[config.mk]
export PLATFORM = sky130hd
export DESIGN_NAME = tstm_lane
export DESIGN_NICKNAME = d
export VERILOG_FILES = /design/src/rtl/core/tstm_pkg.sv /design/src/rtl/core/tstm_lane.sv
export SDC_FILE = /design/constraint.sdc
export NUM_CORES = 1
export LEC_CHECK = 0
export ABC_AREA = 1
export BUFFER_PORTS_ARGS = -buffer_cell sky130_fd_sc_hd__buf_4
export CAP_MARGIN = 20
export CORE_MARGIN = 2
export CORE_UTILIZATION = 50
export CTS_BUF_LIST = sky130_fd_sc_hd__clkbuf_2 sky130_fd_sc_hd__clkbuf_4 sky130_fd_sc_hd__clkbuf_8
export DETAILED_ROUTE_END_ITERATION = 8
export PLACE_DENSITY_LB_ADDON = 0.3
export SLEW_MARGIN = 5
export SYNTH_ARGS = -nofsm -noshare
export SYNTH_HDL_FRONTEND = slang
export SYNTH_SLANG_ARGS = --single-unit
[constraint.sdc]
create_clock -name clock -period 4.3 [get_ports clock]
set_clock_uncertainty 0.1 [all_clocks]
set_input_delay 0.215 -clock clock [delete_from_list [all_inputs] [get_ports clock]]
set_output_delay 0.215 -clock clock [all_outputs]
set_load 0.02 [all_outputs]
[src/rtl/core/tstm_pkg.sv]
// Package with shared types and constants for the touch sample trimmed-mean mapper.
`timescale 1ns / 1ps

package tstm_pkg;

   // Sample set and datapath widths.
   localparam int SAMPLE_TOTAL = 10;
   localparam int ADC_BITS     = 12;
   localparam int SUM_BITS     = 16;
   localparam int FILT_LSB     = 3;
   localparam int CNT_BITS     = $clog2(SAMPLE_TOTAL + 1);
   localparam int COEF_BITS    = 32;
   localparam int SCREEN_BITS  = 16;
   localparam int FRAC_BITS    = 16;
   localparam int PROD_BITS    = COEF_BITS + ADC_BITS + 1;
   localparam int ACC_BITS     = PROD_BITS + 2;
   localparam int CSR_IDX_BITS = 3;

   // Status codes carried with each result item.
   localparam logic [1:0] STATUS_OK    = 2'd0;
   localparam logic [1:0] STATUS_ABORT = 2'd1;
   localparam logic [1:0] STATUS_NOCAL = 2'd2;

   // Configuration register indexes.
   localparam logic [CSR_IDX_BITS-1:0] REG_GAIN_XX   = 3'd0;
   localparam logic [CSR_IDX_BITS-1:0] REG_GAIN_XY   = 3'd1;
   localparam logic [CSR_IDX_BITS-1:0] REG_OFFSET_X  = 3'd2;
   localparam logic [CSR_IDX_BITS-1:0] REG_GAIN_YX   = 3'd3;
   localparam logic [CSR_IDX_BITS-1:0] REG_GAIN_YY   = 3'd4;
   localparam logic [CSR_IDX_BITS-1:0] REG_OFFSET_Y  = 3'd5;
   localparam logic [CSR_IDX_BITS-1:0] REG_MAP_VALID = 3'd6;

   // Input item.
   typedef struct packed {
      logic [ADC_BITS-1:0] adc_x;
      logic [ADC_BITS-1:0] adc_y;
      logic                pen_down;
   } req_type;

   // Result item.
   typedef struct packed {
      logic [ADC_BITS-1:0]    filtered_x;
      logic [ADC_BITS-1:0]    filtered_y;
      logic [SCREEN_BITS-1:0] screen_x;
      logic [SCREEN_BITS-1:0] screen_y;
      logic [1:0]             status;
   } rsp_type;

   // Per-axis statistics of a finished sample set.
   typedef struct packed {
      logic [SUM_BITS-1:0] sum;
      logic [ADC_BITS-1:0] low;
      logic [ADC_BITS-1:0] high;
   } lane_snap_type;

   // Finished set handed from the lanes to the mapping pipeline.
   typedef struct packed {
      logic [1:0]    status;
      lane_snap_type x;
      lane_snap_type y;
   } set_type;

   // Calibration register file contents.
   typedef struct packed {
      logic [COEF_BITS-1:0] gain_xx;
      logic [COEF_BITS-1:0] gain_xy;
      logic [COEF_BITS-1:0] offset_x;
      logic [COEF_BITS-1:0] gain_yx;
      logic [COEF_BITS-1:0] gain_yy;
      logic [COEF_BITS-1:0] offset_y;
      logic                 map_valid;
   } coef_type;

   // Register file after reset: all coefficients zero, mapping enabled.
   localparam coef_type COEF_RESET = {{(6*COEF_BITS){1'b0}}, 1'b1};

endpackage

[src/rtl/core/tstm_lane.sv]
// One axis lane: running sum, minimum and maximum of the current sample set.
`timescale 1ns / 1ps

module tstm_lane
   import tstm_pkg::*;
(
   input  logic                clock,
   input  logic                reset,
   input  logic                take,
   input  logic                first,
   input  logic                clear,
   input  logic [ADC_BITS-1:0] sample,
   output lane_snap_type       snap
);

   logic [SUM_BITS-1:0] sum_ff;
   logic [ADC_BITS-1:0] low_ff;
   logic [ADC_BITS-1:0] high_ff;

   // Statistics including the sample now offered; the first sample loads both bounds.
   always_comb begin
      snap.sum  = sum_ff + SUM_BITS'(sample);
      snap.low  = (first || (sample < low_ff))  ? sample : low_ff;
      snap.high = (first || (sample > high_ff)) ? sample : high_ff;
   end

   // Update on each accepted item; a finished or aborted set starts over.
   always_ff @(posedge clock) begin
      if (reset) begin
         sum_ff  <= '0;
         low_ff  <= '0;
         high_ff <= '0;
      end else if (take) begin
         if (clear) begin
            sum_ff  <= '0;
            low_ff  <= '0;
            high_ff <= '0;
         end else begin
            sum_ff  <= snap.sum;
            low_ff  <= snap.low;
            high_ff <= snap.high;
         end
      end
   end

endmodule

; After elaboration in Yosys (flattened, before gate mapping)
; Index checks and enable logic that the tools add are counted.
[word_totals]
register_bits = 40
word_cells = 13
[op_classes]
addsub = 1
order_cmp = 2
mux = 5
reduce_logical = 2
[op_table]
columns = op, count
row1 = 12-bit 2-to-1 mux, 4
row2 = 16-bit by 12-bit adder with 16-bit output, 1
row3 = 16-bit 2-to-1 mux, 1
row4 = 12-bit greater-than comparator, 1
row5 = 12-bit < comparator, 1
row6 = 1-bit logical OR, 2

; Logic depth before layout (Yosys ltp)
[logic_depth]
ltp_word = 4
depth_mapped = 15
depth_no_buf = 14

; Least setup slack after synthesis
; No wires, ideal clock.
[synth_path]
path_kind = reg2reg
startpoint = reg sum_ff[0]
endpoint = reg sum_ff[6]
arrival_time_ns = 1.892
t_required_ns = 4.130
slack_ns = 2.237
path_stages_with_launch = 11
path_buffers = 0
period_less_slack_ns = 2.063
path_cell_list = dfxtp_1 ha_1 inv_1 fa_1 nand3b_1 nand2_1 nand2_1 nand2_2 xor2_1 nand2_1 a21oi_1
[synth_rtl]
columns = element, line_no
row1 = from (decl), tstm_lane.sv:16  ; logic [SUM_BITS-1:0] sum_ff;
row2 = from (signal assigned), tstm_lane.sv:39  ; sum_ff <= snap.sum;

==> results by group <==
Logic synthesis
  • Mapped Cells: between 500 and 600
  • Dominant register cell in the synthesized netlist: sky130_fd_sc_hd__dfxtp_1
  • Syn avg cell area: 6.656 sq um
  • Share of async-settable or async-resettable flops after synthesis: 0%
  • EDFF count, synth: 0
  • Cell variety after synth: 30
  • Yosys top cell area share: between 20% and 30%
  • Top-count cell post-synth: sky130_fd_sc_hd__nand2_1
  • Sequential share of the synthesized area: 23.73%
  • Synth area leaders: sky130_fd_sc_hd__dfxtp_1, sky130_fd_sc_hd__nand2_1, sky130_fd_sc_hd__ha_1, sky130_fd_sc_hd__nand3_1, sky130_fd_sc_hd__a21oi_1
  • Most instantiated cells after synthesis: sky130_fd_sc_hd__nand2_1, sky130_fd_sc_hd__inv_1, sky130_fd_sc_hd__nand3_1, sky130_fd_sc_hd__a21oi_1, sky130_fd_sc_hd__dfxtp_1
  • Dominant cell type by area after synthesis: sky130_fd_sc_hd__dfxtp_1
  • Post-synthesis cell area: 3374 sq um
  • Yosys Warn Count: 0
  • Net count after synthesis: 560
  • Number of storage elements in the synthesis netlist: 40

Critical path
  • Slowest stage cell on the critical path: sky130_fd_sc_hd__nand2_1
  • CP Class: flop to output pin
  • Worst reg2reg endpoint: low_ff[2]$_SDFFE_PP0P_
  • Arrival time of data at the critical path endpoint: between 2 and 2.5 ns
  • Highest cell delay on the worst timing path: 0.39 ns
  • Chain of cells forming the critical path: inv_1, ha_1, a21oi_1, o21ai_1, nor2_1, nand2_2, nand2_1, nand2_1, and2_1, buf_4
  • Cell repeated most along the worst path: sky130_fd_sc_hd__nand2_1
  • Cell depth of the worst flop-to-flop path: 10
  • Startpoint kind of the worst setup timing path: flop
  • Number of buffer and inverter stages on the critical path: 2
  • Reg-to-reg startpoint: low_ff[11]$_SDFFE_PP0P_
  • Crit end category: output pin
  • Largest delay share family, worst path: simple AND/OR/NAND/NOR gates
  • Required time worst endpoint: 3.98 ns
  • Critical Path Fanout Max: 13
  • Reg2Reg Setup Slack: 2.12 ns

Clock tree
  • PostCTS Resize Cnt: 0
  • TritonCTS buffer count: 5
  • Maximum root-to-sink buffer count: 2
  • Cts-stage hold buffer count: 0
  • Total number of clock tree sinks: 40
  • Post CTS Setup Buffer Count: 0
  • Clock network latency to the later pin of the worst-skew pair: 0.29 ns
  • Worst-path clk slew: 0.08 ns
  • H-tree levels: 2
  • Clock tree from TritonCTS: done
  • Cell chosen for the clock root: sky130_fd_sc_hd__clkbuf_8

Floorplan
  • I/O pin total: between 50 and 60
  • Initial Utilization: roughly 53%
  • Core box area: around 6400 sq um
  • Floorplan row count: 29
  • Vertical extent of the die: 86.15 microns
  • Die Width: 86.15 microns
  • Die Area: about 7400 sq um

STA
  • Final Hold Violating Endpoints: 0
  • Shortest clock period the worst path allows after layout: 2.720 ns
  • Worst relative slew slack: 46.99%
  • Highest clock frequency the design can meet: between 300 and 400 MHz
  • Final setup margin: 1.580 ns
  • RSZ-0062 raised after global routing: no
  • Number of failing setup endpoints in the final timing report: 0
  • Setup TNS: 0 ns
  • Final period utilization: 63.27%
  • Slew at the pin closest to its max-slew limit: 0.7902 ns
  • Number of slew-limit violations in the final report: 0
  • Worst hold slack: 0.1558 ns

Global route
  • Grt total ovfl: 0
  • Highest-utilization routing layer at the global route stage: met2
  • Number of antenna violations at the first check in global routing: 0
  • First-pass GRT wire length: approximately 14,000 microns
  • Global-route track usage on met2: 41.65%
  • GRT Util Overall: 24.30%
  • Met1 routing resource usage after global routing: a little under a third
  • GR Layer Usage met3: 4.235%
  • Vias in the first global route: approximately 3,200
  • Largest net degree at the start of global routing: 42

Place
  • Setup WS pre-CTS: 1.932 ns
  • Total placed instance area: 3814 sq um
  • Gp weighted congestion: roughly 0.90
  • Detailed-placement wirelength estimate: 6298 microns
  • Number of port buffers: 56

Cells and area
  • Synthesis-to-finish area growth: 16.35%
  • Diode count: 0
  • Final standard cell area without fillers: 3926 sq um
  • Count of nets after finishing: about 610
  • Ratio of cells with drive above 1 in the final layout: between 20% and 30%

Hold path
  • Depth of the worst hold-timing path: 4
  • End of the worst hold path: sum_ff[0]$_SDFFE_PP0P_
  • Hold path startpoint: clear
  • Worst min path class: input pin to flop

Routing
  • Count of TritonRoute iterations in the first routing pass: 4
  • Residual DRC count: 0
  • Routed via count divided by cell count: ~5.3
  • Antenna Violating Nets Remaining: 0
  • Iter 0 DRT Violations: 231
  • DR WL/cell: between 10 and 15 microns
  • Total number of vias: around 3,300
  • Wire length after detailed routing: 8498 microns

Power
  • Static leakage power: 1.867 nW
  • Power Dens Cells: 276.2 nW/um^2
  • Worst IR drop on VDD: 134.9 uV

Job
  • Max-cap violation count: 0

Run status
  • Status: completed
[cells in the final DEF (no fill, tap or decap), types with 2 or more instances in the layout]
cell,Yosys,routed
sky130_fd_sc_hd__nand3_2,11,11
sky130_fd_sc_hd__clkbuf_8,0,6
sky130_fd_sc_hd__nand3_1,54,54
sky130_fd_sc_hd__nand2_4,3,3
sky130_fd_sc_hd__nand4_1,2,2
sky130_fd_sc_hd__dfxtp_1,40,40
sky130_fd_sc_hd__buf_4,2,57
sky130_fd_sc_hd__xor2_1,6,6
sky130_fd_sc_hd__a21oi_2,10,10
sky130_fd_sc_hd__nand2_1,138,138
sky130_fd_sc_hd__nor2_4,1,2
sky130_fd_sc_hd__inv_1,63,63
sky130_fd_sc_hd__nand2_2,12,12
sky130_fd_sc_hd__inv_2,5,5
sky130_fd_sc_hd__nand3b_1,4,4
sky130_fd_sc_hd__o21bai_1,2,2
sky130_fd_sc_hd__ha_1,35,35
sky130_fd_sc_hd__a21oi_1,48,48
sky130_fd_sc_hd__and2_1,29,29
sky130_fd_sc_hd__nor2_1,17,16
sky130_fd_sc_hd__o21ai_1,2,2
sky130_fd_sc_hd__clkinv_2,0,2
[worst reg2reg max path, stage by stage (launching register included)]
cell	delay [ns]
sky130_fd_sc_hd__dfxtp_1	0.35
sky130_fd_sc_hd__inv_1	0.07
sky130_fd_sc_hd__ha_1	0.31
sky130_fd_sc_hd__a21oi_1	0.14
sky130_fd_sc_hd__o21ai_1	0.08
sky130_fd_sc_hd__nor2_1	0.13
sky130_fd_sc_hd__nand2_2	0.18
sky130_fd_sc_hd__nand2_1	0.39
sky130_fd_sc_hd__nand2_1	0.15
sky130_fd_sc_hd__nand3_1	0.11
sky130_fd_sc_hd__a21oi_1	0.06
[worst max path at each step]
stage | from | to | cells after the start
after global routing | low_ff[11]$_SDFFE_PP0P_ | snap[15] | 10
after floorplan | sum_ff[0]$_SDFFE_PP0P_ | sum_ff[6]$_SDFFE_PP0P_ | 10
after global placement | sample[11] | snap[22] | 10
after detailed placement | low_ff[11]$_SDFFE_PP0P_ | snap[14] | 10
final | low_ff[11]$_SDFFE_PP0P_ | snap[22] | 10
after CTS | low_ff[11]$_SDFFE_PP0P_ | snap[14] | 10
[state kept, by name, summed over array words and instances (netlist names)]
register and cells:
high_ff 12, sum_ff 16, low_ff 12
[stage by stage]
| step | utilization (%) | power, mW | instances |
|---|---|---|---|
| after global placement | 59.38 | 0.8172 | 623 |
| after global routing | 61.13 | 1.155 | 632 |
| after CTS | 60.82 | 1.094 | 631 |
| after detailed placement | 59.38 | 0.8240 | 623 |
| final | 61.13 | 1.084 | 632 |
| after floorplan | - | 0.6874 | 507 |
[report_power, final]
part	switching [mW]	total [mW]	internal, mW
Sequential	0.00971	0.397	0.387
Clock	0.138	0.266	0.128
Combinational	0.260	0.421	0.162
Total	0.407	1.08	0.677
[final cells by class]
cell class / instances / area, sq um
repair buffers: 58 / 447.9
fillers: 622 / 2496
inverters: 69 / 259.0
clock inverters: 2 / 10.01
well taps: 77 / 96.34
clock buffers: 6 / 82.58
multi-input cells: 380 / 2230
flip-flops and latches: 40 / 800.8
[logic make-up (layout without fill, tap and decap cells)]
| group | Yosys count | count (layout) | synth area share (%) |
|---|---|---|---|
| simple gates | 272 | 272 | 39.08 |
| buf+inv | 87 | 135 | 10.42 |
| xor+xnor | 8 | 8 | 2.299 |
| compound gates | 64 | 64 | 10.90 |
| fa+ha+maj | 36 | 36 | 13.57 |
| flops | 40 | 40 | 23.73 |
[routing by layer]
layer	wire [microns]	share of wire [%]	vias to the layer above
met1	3790	45	1518
met2	4192	49	78
met3	351	4.1	14
met4	163	1.9	0
met5	0	0	-
li1	-	-	1717
No activity file was read; power rests on OpenSTA's default activity.
