==> config.mk <==
export PLATFORM = sky130hd
export DESIGN_NAME = tstm_map
export DESIGN_NICKNAME = d
export VERILOG_FILES = /design/src/rtl/core/tstm_pkg.sv /design/src/rtl/core/tstm_map.sv
export SDC_FILE = /design/constraint.sdc
export NUM_CORES = 2
export LEC_CHECK = 0
export BUFFER_PORTS_ARGS = -buffer_cell sky130_fd_sc_hd__buf_2
export CORE_MARGIN = 5
export CORE_UTILIZATION = 61
export DETAILED_ROUTE_END_ITERATION = 12
export PLACE_DENSITY = 0.89
export SYNTH_ARGS = -nofsm -noshare
export SYNTH_HDL_FRONTEND = slang
export SYNTH_SLANG_ARGS = --single-unit
==> constraint.sdc <==
create_clock -name clock -period 11.3 [get_ports clock]
set_clock_uncertainty 0.05 [all_clocks]
set_input_delay 0.565 -clock clock [delete_from_list [all_inputs] [get_ports clock]]
set_output_delay 0.565 -clock clock [all_outputs]
set_load 0.02 [all_outputs]
==> src/rtl/core/tstm_pkg.sv <==
// Package with shared types and constants for the touch sample trimmed-mean mapper.
`timescale 1ns / 1ps

package tstm_pkg;

   // Sample set and datapath widths.
   localparam int SAMPLE_TOTAL = 10;
   localparam int ADC_BITS     = 12;
   localparam int SUM_BITS     = 16;
   localparam int FILT_LSB     = 3;
   localparam int CNT_BITS     = $clog2(SAMPLE_TOTAL + 1);
   localparam int COEF_BITS    = 32;
   localparam int SCREEN_BITS  = 16;
   localparam int FRAC_BITS    = 16;
   localparam int PROD_BITS    = COEF_BITS + ADC_BITS + 1;
   localparam int ACC_BITS     = PROD_BITS + 2;
   localparam int CSR_IDX_BITS = 3;

   // Status codes carried with each result item.
   localparam logic [1:0] STATUS_OK    = 2'd0;
   localparam logic [1:0] STATUS_ABORT = 2'd1;
   localparam logic [1:0] STATUS_NOCAL = 2'd2;

   // Configuration register indexes.
   localparam logic [CSR_IDX_BITS-1:0] REG_GAIN_XX   = 3'd0;
   localparam logic [CSR_IDX_BITS-1:0] REG_GAIN_XY   = 3'd1;
   localparam logic [CSR_IDX_BITS-1:0] REG_OFFSET_X  = 3'd2;
   localparam logic [CSR_IDX_BITS-1:0] REG_GAIN_YX   = 3'd3;
   localparam logic [CSR_IDX_BITS-1:0] REG_GAIN_YY   = 3'd4;
   localparam logic [CSR_IDX_BITS-1:0] REG_OFFSET_Y  = 3'd5;
   localparam logic [CSR_IDX_BITS-1:0] REG_MAP_VALID = 3'd6;

   // Input item.
   typedef struct packed {
      logic [ADC_BITS-1:0] adc_x;
      logic [ADC_BITS-1:0] adc_y;
      logic                pen_down;
   } req_type;

   // Result item.
   typedef struct packed {
      logic [ADC_BITS-1:0]    filtered_x;
      logic [ADC_BITS-1:0]    filtered_y;
      logic [SCREEN_BITS-1:0] screen_x;
      logic [SCREEN_BITS-1:0] screen_y;
      logic [1:0]             status;
   } rsp_type;

   // Per-axis statistics of a finished sample set.
   typedef struct packed {
      logic [SUM_BITS-1:0] sum;
      logic [ADC_BITS-1:0] low;
      logic [ADC_BITS-1:0] high;
   } lane_snap_type;

   // Finished set handed from the lanes to the mapping pipeline.
   typedef struct packed {
      logic [1:0]    status;
      lane_snap_type x;
      lane_snap_type y;
   } set_type;

   // Calibration register file contents.
   typedef struct packed {
      logic [COEF_BITS-1:0] gain_xx;
      logic [COEF_BITS-1:0] gain_xy;
      logic [COEF_BITS-1:0] offset_x;
      logic [COEF_BITS-1:0] gain_yx;
      logic [COEF_BITS-1:0] gain_yy;
      logic [COEF_BITS-1:0] offset_y;
      logic                 map_valid;
   } coef_type;

   // Register file after reset: all coefficients zero, mapping enabled.
   localparam coef_type COEF_RESET = {{(6*COEF_BITS){1'b0}}, 1'b1};

endpackage

==> src/rtl/core/tstm_map.sv <==
// Merge stage: trimmed means of both lanes and the affine screen mapping pipeline.
`timescale 1ns / 1ps

module tstm_map
   import tstm_pkg::*;
(
   input  logic     clock,
   input  logic     reset,
   input  coef_type coef,
   input  logic     in_valid,
   output logic     in_ready,
   input  set_type  in_set,
   output logic     rsp_valid,
   input  logic     rsp_ready,
   output rsp_type  rsp_data
);

   // Stage 1: finished set.
   logic    v1_ff;
   set_type set1_ff;

   // Stage 2: trimmed means.
   logic                v2_ff;
   logic [1:0]          st2_ff;
   logic [ADC_BITS-1:0] fx2_ff;
   logic [ADC_BITS-1:0] fy2_ff;

   // Stage 3: products.
   logic                        v3_ff;
   logic [1:0]                  st3_ff;
   logic [ADC_BITS-1:0]         fx3_ff;
   logic [ADC_BITS-1:0]         fy3_ff;
   logic signed [PROD_BITS-1:0] pxx_ff;
   logic signed [PROD_BITS-1:0] pxy_ff;
   logic signed [PROD_BITS-1:0] pyx_ff;
   logic signed [PROD_BITS-1:0] pyy_ff;

   // Output register.
   logic    rsp_valid_ff;
   rsp_type rsp_data_ff;

   logic rdy1, rdy2, rdy3, rdy4;
   logic [SUM_BITS-1:0]         diff_x, diff_y;
   logic [ADC_BITS-1:0]         fx_in, fy_in;
   logic signed [ADC_BITS:0]    fx_s, fy_s;
   logic signed [PROD_BITS-1:0] pxx_in, pxy_in, pyx_in, pyy_in;
   logic signed [ACC_BITS-1:0]  acc_x, acc_y;
   logic [SCREEN_BITS-1:0]      scr_x_in, scr_y_in;
   rsp_type                     rsp_data_in;

   // Each stage moves on when its successor has room.
   assign rdy4     = !rsp_valid_ff || rsp_ready;
   assign rdy3     = !v3_ff || rdy4;
   assign rdy2     = !v2_ff || rdy3;
   assign rdy1     = !v1_ff || rdy2;
   assign in_ready = rdy1;

   // Trimmed mean: sum less both extremes, divided by eight.
   always_comb begin
      diff_x = set1_ff.x.sum - SUM_BITS'(set1_ff.x.low) - SUM_BITS'(set1_ff.x.high);
      diff_y = set1_ff.y.sum - SUM_BITS'(set1_ff.y.low) - SUM_BITS'(set1_ff.y.high);
      fx_in  = diff_x[FILT_LSB +: ADC_BITS];
      fy_in  = diff_y[FILT_LSB +: ADC_BITS];
   end

   // Four coefficient products, each registered before the sum.
   always_comb begin
      fx_s   = $signed({1'b0, fx2_ff});
      fy_s   = $signed({1'b0, fy2_ff});
      pxx_in = $signed(coef.gain_xx) * fx_s;
      pxy_in = $signed(coef.gain_xy) * fy_s;
      pyx_in = $signed(coef.gain_yx) * fx_s;
      pyy_in = $signed(coef.gain_yy) * fy_s;
   end

   // Sum with offset, truncate the fraction and saturate to the screen range.
   always_comb begin
      acc_x = ACC_BITS'(pxx_ff) + ACC_BITS'(pxy_ff) + ACC_BITS'($signed(coef.offset_x));
      acc_y = ACC_BITS'(pyx_ff) + ACC_BITS'(pyy_ff) + ACC_BITS'($signed(coef.offset_y));
      if (acc_x < 0)
         scr_x_in = '0;
      else if (acc_x[ACC_BITS-1:FRAC_BITS+SCREEN_BITS] != '0)
         scr_x_in = '1;
      else
         scr_x_in = acc_x[FRAC_BITS +: SCREEN_BITS];
      if (acc_y < 0)
         scr_y_in = '0;
      else if (acc_y[ACC_BITS-1:FRAC_BITS+SCREEN_BITS] != '0)
         scr_y_in = '1;
      else
         scr_y_in = acc_y[FRAC_BITS +: SCREEN_BITS];
   end

   // Abort clears every field; an uncalibrated result keeps only the means.
   always_comb begin
      rsp_data_in.status = st3_ff;
      case (st3_ff)
         STATUS_OK: begin
            rsp_data_in.filtered_x = fx3_ff;
            rsp_data_in.filtered_y = fy3_ff;
            rsp_data_in.screen_x   = scr_x_in;
            rsp_data_in.screen_y   = scr_y_in;
         end
         STATUS_NOCAL: begin
            rsp_data_in.filtered_x = fx3_ff;
            rsp_data_in.filtered_y = fy3_ff;
            rsp_data_in.screen_x   = '0;
            rsp_data_in.screen_y   = '0;
         end
         default: begin
            rsp_data_in.filtered_x = '0;
            rsp_data_in.filtered_y = '0;
            rsp_data_in.screen_x   = '0;
            rsp_data_in.screen_y   = '0;
         end
      endcase
   end

   // Valid bits of the pipeline.
   always_ff @(posedge clock) begin
      if (reset) begin
         v1_ff        <= 1'b0;
         v2_ff        <= 1'b0;
         v3_ff        <= 1'b0;
         rsp_valid_ff <= 1'b0;
      end else begin
         if (rdy1) v1_ff        <= in_valid;
         if (rdy2) v2_ff        <= v1_ff;
         if (rdy3) v3_ff        <= v2_ff;
         if (rdy4) rsp_valid_ff <= v3_ff;
      end
   end

   // Payload registers.
   always_ff @(posedge clock) begin
      if (rdy1) begin
         set1_ff <= in_set;
      end
      if (rdy2) begin
         st2_ff <= set1_ff.status;
         fx2_ff <= fx_in;
         fy2_ff <= fy_in;
      end
      if (rdy3) begin
         st3_ff <= st2_ff;
         fx3_ff <= fx2_ff;
         fy3_ff <= fy2_ff;
         pxx_ff <= pxx_in;
         pxy_ff <= pxy_in;
         pyx_ff <= pyx_in;
         pyy_ff <= pyy_in;
      end
      if (rdy4) begin
         rsp_data_ff <= rsp_data_in;
      end
   end

   assign rsp_valid = rsp_valid_ff;
   assign rsp_data  = rsp_data_ff;

   // An abort result carries no coordinates and no means.
   a_abort_zero: assert property (@(posedge clock) disable iff (reset)
      rsp_valid_ff && (rsp_data_ff.status == STATUS_ABORT) |->
         (rsp_data_ff.filtered_x == '0) && (rsp_data_ff.filtered_y == '0) &&
         (rsp_data_ff.screen_x == '0) && (rsp_data_ff.screen_y == '0))
      else $error("abort result with nonzero fields");

   // Screen coordinates are only reported for a calibrated result.
   a_nocal_zero: assert property (@(posedge clock) disable iff (reset)
      rsp_valid_ff && (rsp_data_ff.status != STATUS_OK) |->
         (rsp_data_ff.screen_x == '0) && (rsp_data_ff.screen_y == '0))
      else $error("coordinates reported without calibration");

   // The product stage keeps its item while it cannot advance.
   a_stall_hold: assert property (@(posedge clock) disable iff (reset)
      v3_ff && !rdy4 |=> v3_ff && $stable(st3_ff))
      else $error("stalled product stage lost its item");

endmodule

Yosys cells after proc, flatten, opt, wreduce, memory -nomap -nowiden
Index checks and enable logic that the tools add are counted.
{"block": "totals", "word_cells": 57, "reg_bits": 374, "output_inout_bits": 60, "in_bits": 279}
{"block": "classes", "n_reduce_logical": 11, "mux": 5, "n_mul": 4, "magnitude_cmp": 2, "n_eq_ne": 1, "add_sub_neg": 8}
{"operator": "multiplier 32 x 13 -> 45 bit", "n": 4}
{"operator": "case mux 56 bit (2 select lines)", "n": 1}
{"operator": "adder 46 x 32 -> 47 bit", "n": 2}
{"operator": "< comparator 47 x 1 -> 1 bit (second input constant)", "n": 2}
{"operator": "adder 45 x 45 -> 46 bit", "n": 2}
{"operator": "two-way mux 16 bit", "n": 4}
{"operator": "subtractor 15 x 12 -> 15 bit", "n": 4}
{"operator": "nonzero test 15 bit", "n": 2}
{"operator": "logical NOT 1 bit", "n": 4}
{"operator": "logical OR 1 bit", "n": 4}
{"operator": "equality test 2 bit (second input constant)", "n": 1}
{"operator": "logical NOT 2 bit", "n": 1}

Longest topological paths before layout
{"block": "depth", "word_depth": 6, "depth_mapped": 25, "mapped_depth_nobuf": 23}

Least setup slack after synthesis
No wires, ideal clock.
{"block": "synth_timing", "kind": "input port to flip-flop", "start": "input port coef[73] in the netlist's numbering", "end": "register pyx_ff[41], data pin", "slack_ns": 5.048, "required_time_ns": 10.992, "t_arrival_ns": 5.944, "path_buffers": 1, "path_stages": 23, "setup_ns": 0.258, "cell_sequence": "clkbuf_1 and2_1 fa_1 inv_1 fa_1 inv_1 fa_1 fa_1 inv_1 fa_1 inv_1 ha_1 o21a_1 o21ai_0 a2111oi_0 o21ai_0 a21oi_1 a31oi_1 o2111a_1 o31ai_1 a21o_1 a21oi_1 xnor2_1"}
{"block": "synth_via", "elab_chain_len": 1}
{"item": "start, declared", "line": "tstm_map.sv:9", "rtl": "input coef_type coef,"}
{"item": "multiplier 32 x 13 -> 45 bit", "line": "tstm_map.sv:72", "rtl": "pyx_in = $signed(coef.gain_yx) * fx_s;"}
{"item": "named net pyx_in[41]", "line": "tstm_map.sv:46", "rtl": "logic signed [PROD_BITS-1:0] pxx_in, pxy_in, pyx_in, pyy_in;"}
{"item": "end signal, assigned", "line": "tstm_map.sv:150", "rtl": "pyx_ff <= pyx_in;"}
{"item": "end, declared", "line": "tstm_map.sv:35", "rtl": "logic signed [PROD_BITS-1:0] pyx_ff;"}
The timed path passes the listed nets, and every way through them passes these cells.
A chain may end at the register's enable or synchronous reset.

Worst setup path in the final report
{"block": "layout_timing", "start": "register fx2_ff[7]", "end": "register pxx_ff[41], data pin"}
{"block": "layout_via", "elab_chain_len": 1}
{"item": "start, declared", "line": "tstm_map.sv:25", "rtl": "logic [ADC_BITS-1:0] fx2_ff;"}
{"item": "start signal, assigned", "line": "tstm_map.sv:141", "rtl": "fx2_ff <= fx_in;"}
{"item": "multiplier 32 x 13 -> 45 bit", "line": "tstm_map.sv:70", "rtl": "pxx_in = $signed(coef.gain_xx) * fx_s;"}
{"item": "named net pxx_in[41]", "line": "tstm_map.sv:46"}
{"item": "end signal, assigned", "line": "tstm_map.sv:148", "rtl": "pxx_ff <= pxx_in;"}
{"item": "end, declared", "line": "tstm_map.sv:33", "rtl": "logic signed [PROD_BITS-1:0] pxx_ff;"}
The timed path passes the listed nets, and every way through them passes these cells.

==> out/summary.json <==
{
  "critPathCaptureType": {"value": "flop"},
  "syn_area": {"value": 72600, "unit": "sq um"},
  "synth_seq_area_share": {"value": 0.154},
  "dr.first_iter.drc_count": {"value": 4142},
  "final-max-slew-violation-count": {"value": 0},
  "overflow": {"value": 0},
  "post_cts.repair.setup_buffers": {"value": 0},
  "postPlaceCellArea": {"value": 75200, "unit": "sq um"},
  "path_max_fanout": {"value": 37},
  "layout_commonest_cell": {"value": "sky130_fd_sc_hd__inv_1"},
  "cts.root.buffer_cell": {"value": "sky130_fd_sc_hd__clkbuf_16"},
  "vias_per_cell": {"value": 5.66},
  "io_buffer_count": {"value": 335},
  "layout.cells.most_common_list": {"value": "1956 x sky130_fd_sc_hd__inv_1, 1462 x sky130_fd_sc_hd__fa_1, 978 x sky130_fd_sc_hd__nand2_1"},
  "hold_depth": {"value": 1},
  "final_nets": {"value": 10000},
  "final_layout_size_suffix_gt1_frac": {"value": 0.0596},
  "regToRegStartpoint": {"value": "fx2_ff[7]$_DFFE_PP_"},
  "clkSlewWorstSetupHoldPaths": {"value": 60, "unit": "ps"},
  "synth.ff_latch_count": {"value": 374},
  "synth_enable_flop_cells": {"value": 370},
  "setup_viol": {"value": 0},
  "post-dp-hpwl": {"value": 146000, "unit": "microns"},
  "crit_arrival": {"value": 8540, "unit": "ps"},
  "grt_pass1_vias": {"value": 59900},
  "number_of_maximum_capacitance_violations": {"value": 0},
  "syn2layout_area_growth": {"value": 5.59, "unit": "%"},
  "design_area": {"value": 76600, "unit": "sq um"},
  "cts_tree": {"value": "yes"},
  "wl_met1": {"value": 62800, "unit": "microns"},
  "dieArea": {"value": 126000, "unit": "sq um"},
  "cts-htree-levels": {"value": 2},
  "synthesis.yosys.warnings": {"value": 0},
  "final-hold-violation-count": {"value": 0},
  "fmax": {"value": 121, "unit": "MHz"},
  "cts.hold.buffers_added": {"value": 0},
  "outcome": {"value": "finished, final reports clean"},
  "reg2reg_to": {"value": "pxx_ff[41]$_DFFE_PP_"},
  "detail_route.first_pass.iterations": {"value": 7},
  "postSynthAreaPerCell": {"value": 9.41, "unit": "sq um"},
  "fin_tns_setup": {"value": 0, "unit": "ps"},
  "worst_slew_margin_rel": {"value": 0.271},
  "wl": {"value": 180000, "unit": "microns"},
  "grt_use_total": {"value": 0.294},
  "detail-route-antenna-nets": {"value": 0},
  "routed-via-count": {"value": 53000},
  "gate_count_after_technology_mapping": {"value": 7709},
  "post-place-ws": {"value": 3380, "unit": "ps"},
  "worstSetupStartpointType": {"value": "flop"},
  "total_instance_count_after_detailed_placement": {"value": 9284},
  "rows": {"value": 126},
  "reg2reg_depth": {"value": 21},
  "cts.repair.resized": {"value": 0},
  "drt-wirelength-per-cell": {"value": 19.2, "unit": "microns"},
  "synthDistinctLibCells": {"value": 85},
  "clock_sinks": {"value": 374},
  "final.period_utilization": {"value": 0.730},
  "worst_hold_path_type": {"value": "in2reg"},
  "cts_max_path_buffers": {"value": 3},
  "layoutNonFillerInstCount": {"value": 9379},
  "grt_max_degree": {"value": 148},
  "clk_latency": {"value": 630, "unit": "ps"},
  "number_of_buffers_created_by_cts": {"value": 42},
  "reg2reg_setup_slack": {"value": 3060, "unit": "ps"},
  "die-height": {"value": 355, "unit": "microns"},
  "met2RoutedLength": {"value": 93100, "unit": "microns"},
  "min_to": {"value": "set1_ff[54]$_DFFE_PP_"},
  "synth-async-reset-ratio": {"value": 0},
  "finalCriticalPeriod": {"value": 8240, "unit": "ps"},
  "timing_worst_slew_pin_value": {"value": 1090, "unit": "ps"},
  "timing.critical_path.required": {"value": 11600, "unit": "ps"},
  "synth_fp_nets": {"value": 9962},
  "grt_antenna_before_repair": {"value": 21},
  "ys.flop_type": {"value": "sky130_fd_sc_hd__edfxtp_1"},
  "core_area": {"value": 118000, "unit": "sq um"},
  "gpl.final_weighted_congestion": {"value": 0.965},
  "grt_setup_unrepaired": {"value": "false"},
  "min_from": {"value": "in_set[54]"},
  "chipWidth": {"value": 355, "unit": "microns"},
  "setup_slack": {"value": 3060, "unit": "ps"},
  "path_class": {"value": "reg2reg"},
  "detail_route.drc_violations": {"value": 0},
  "topRoutingLayerUsed": {"value": "met5"},
  "initial_core_util": {"value": 0.615},
  "final.fill_count": {"value": 8674},
  "met3WireLength": {"value": 15900, "unit": "microns"},
  "top_level_ports": {"value": 339},
  "first_pass_grt_wire_length": {"value": 298000, "unit": "microns"}
}
## layer usage
layer | up-vias | GRT usage
met4 | 10 | 0.129
li1 | 23300 | -
met2 | 2435 | 0.529
met1 | 26700 | 0.342
met5 | - | 0
met3 | 649 | 0.0589
## registers in the layout, indices dropped and copies added, names as in the netlist, 45 cells and up
name	flops
rsp_data	58
pyx_ff	45
pxy_ff	45
set1_ff	80
pxx_ff	45
pyy_ff	45
## worst max path at each step
stage / start / endpoint / slack [ps] / cells past startpoint
2_1_floorplan: coef[73] / pyx_ff[41]$_DFFE_PP_ / 5050 / 23
4_1_cts: fx2_ff[7]$_DFFE_PP_ / pxx_ff[41]$_DFFE_PP_ / 3320 / 21
5_1_grt: fx2_ff[11]$_DFFE_PP_ / pxx_ff[41]$_DFFE_PP_ / 2910 / 21
3_3_place_gp: fx2_ff[7]$_DFFE_PP_ / pxx_ff[41]$_DFFE_PP_ / 3770 / 21
6_report: fx2_ff[7]$_DFFE_PP_ / pxx_ff[41]$_DFFE_PP_ / 3060 / 21
3_5_place_dp: fx2_ff[11]$_DFFE_PP_ / pxx_ff[41]$_DFFE_PP_ / 3380 / 19
## metrics by stage
stage,hold slack [ps],utilization
2_1_floorplan,350,-
4_1_cts,33.4,0.649
3_3_place_gp,355,0.637
6_report,59.0,0.649
3_5_place_dp,355,0.637
5_1_grt,28.1,0.649
## layout make-up
type	instances	area (sq um)	area share
Multi-Input combinational cell	5048	52800	0.689
Inverter	1957	7350	0.0959
Sequential cell	374	11200	0.146
Timing Repair Buffer	369	1940	0.0254
Antenna cell	18	45.0	0.000588
Clock inverter	24	298	0.00389
Tap cell	1536	1920	0.0251
Clock buffer	53	1090	0.0143
## logic make-up after synthesis
group	synth area share
AOI/OAI and AO/OA	0.0660
buffers and inverters	0.119
and+or+nand+nor	0.143
xor gates and xnor gates	0.0257
adders and majority gates	0.492
muxes	0.00128
DFF	0.154
## worst max-delay path, stage by stage (launching register included)
cell                       delay (ps)
sky130_fd_sc_hd__edfxtp_1         370
sky130_fd_sc_hd__buf_4            510
sky130_fd_sc_hd__buf_4            470
sky130_fd_sc_hd__nand2_1          140
sky130_fd_sc_hd__fa_1             470
sky130_fd_sc_hd__fa_1             510
sky130_fd_sc_hd__inv_1             60
sky130_fd_sc_hd__fa_1             450
sky130_fd_sc_hd__fa_1             520
sky130_fd_sc_hd__inv_1             50
sky130_fd_sc_hd__fa_1             470
sky130_fd_sc_hd__inv_1             40
sky130_fd_sc_hd__ha_1             400
sky130_fd_sc_hd__and3_1           230
sky130_fd_sc_hd__nand3_1          110
sky130_fd_sc_hd__o31ai_1          660
sky130_fd_sc_hd__a221oi_1         270
sky130_fd_sc_hd__o311ai_0         860
sky130_fd_sc_hd__a31oi_1          340
sky130_fd_sc_hd__o311ai_0         590
sky130_fd_sc_hd__a21oi_1          190
sky130_fd_sc_hd__xnor2_1          160
## Yosys cell counts (14+ instances only)
library cell               count  area (sq um)
sky130_fd_sc_hd__nor2_1      169           634
sky130_fd_sc_hd__a21o_1      115           863
sky130_fd_sc_hd__o31ai_1      16           120
sky130_fd_sc_hd__a31oi_1      40           250
sky130_fd_sc_hd__xor2_1       59           517
sky130_fd_sc_hd__nor2b_1      48           300
sky130_fd_sc_hd__a211oi_1     15           113
sky130_fd_sc_hd__edfxtp_1    370         11100
sky130_fd_sc_hd__nand2_1     980          3680
sky130_fd_sc_hd__xnor2_1     154          1350
sky130_fd_sc_hd__nor3_1       45           225
sky130_fd_sc_hd__and2_1      695          4350
sky130_fd_sc_hd__inv_1      1957          7350
sky130_fd_sc_hd__nand2b_1     19           119
sky130_fd_sc_hd__and3_1       21           131
sky130_fd_sc_hd__fa_1       1462         29300
sky130_fd_sc_hd__nand4_1      27           169
sky130_fd_sc_hd__a21oi_1     235          1180
sky130_fd_sc_hd__o21a_1       37           278
sky130_fd_sc_hd__o21bai_1     32           240
sky130_fd_sc_hd__clkbuf_1    322          1210
sky130_fd_sc_hd__o211ai_1     14           105
sky130_fd_sc_hd__o21ai_0     110           551
sky130_fd_sc_hd__nand3_1      54           270
sky130_fd_sc_hd__ha_1        512          6410
Power is left out: the tool's default activity adds up to more than one toggle a clock period on the data nets, which glitch-free logic cannot reach.
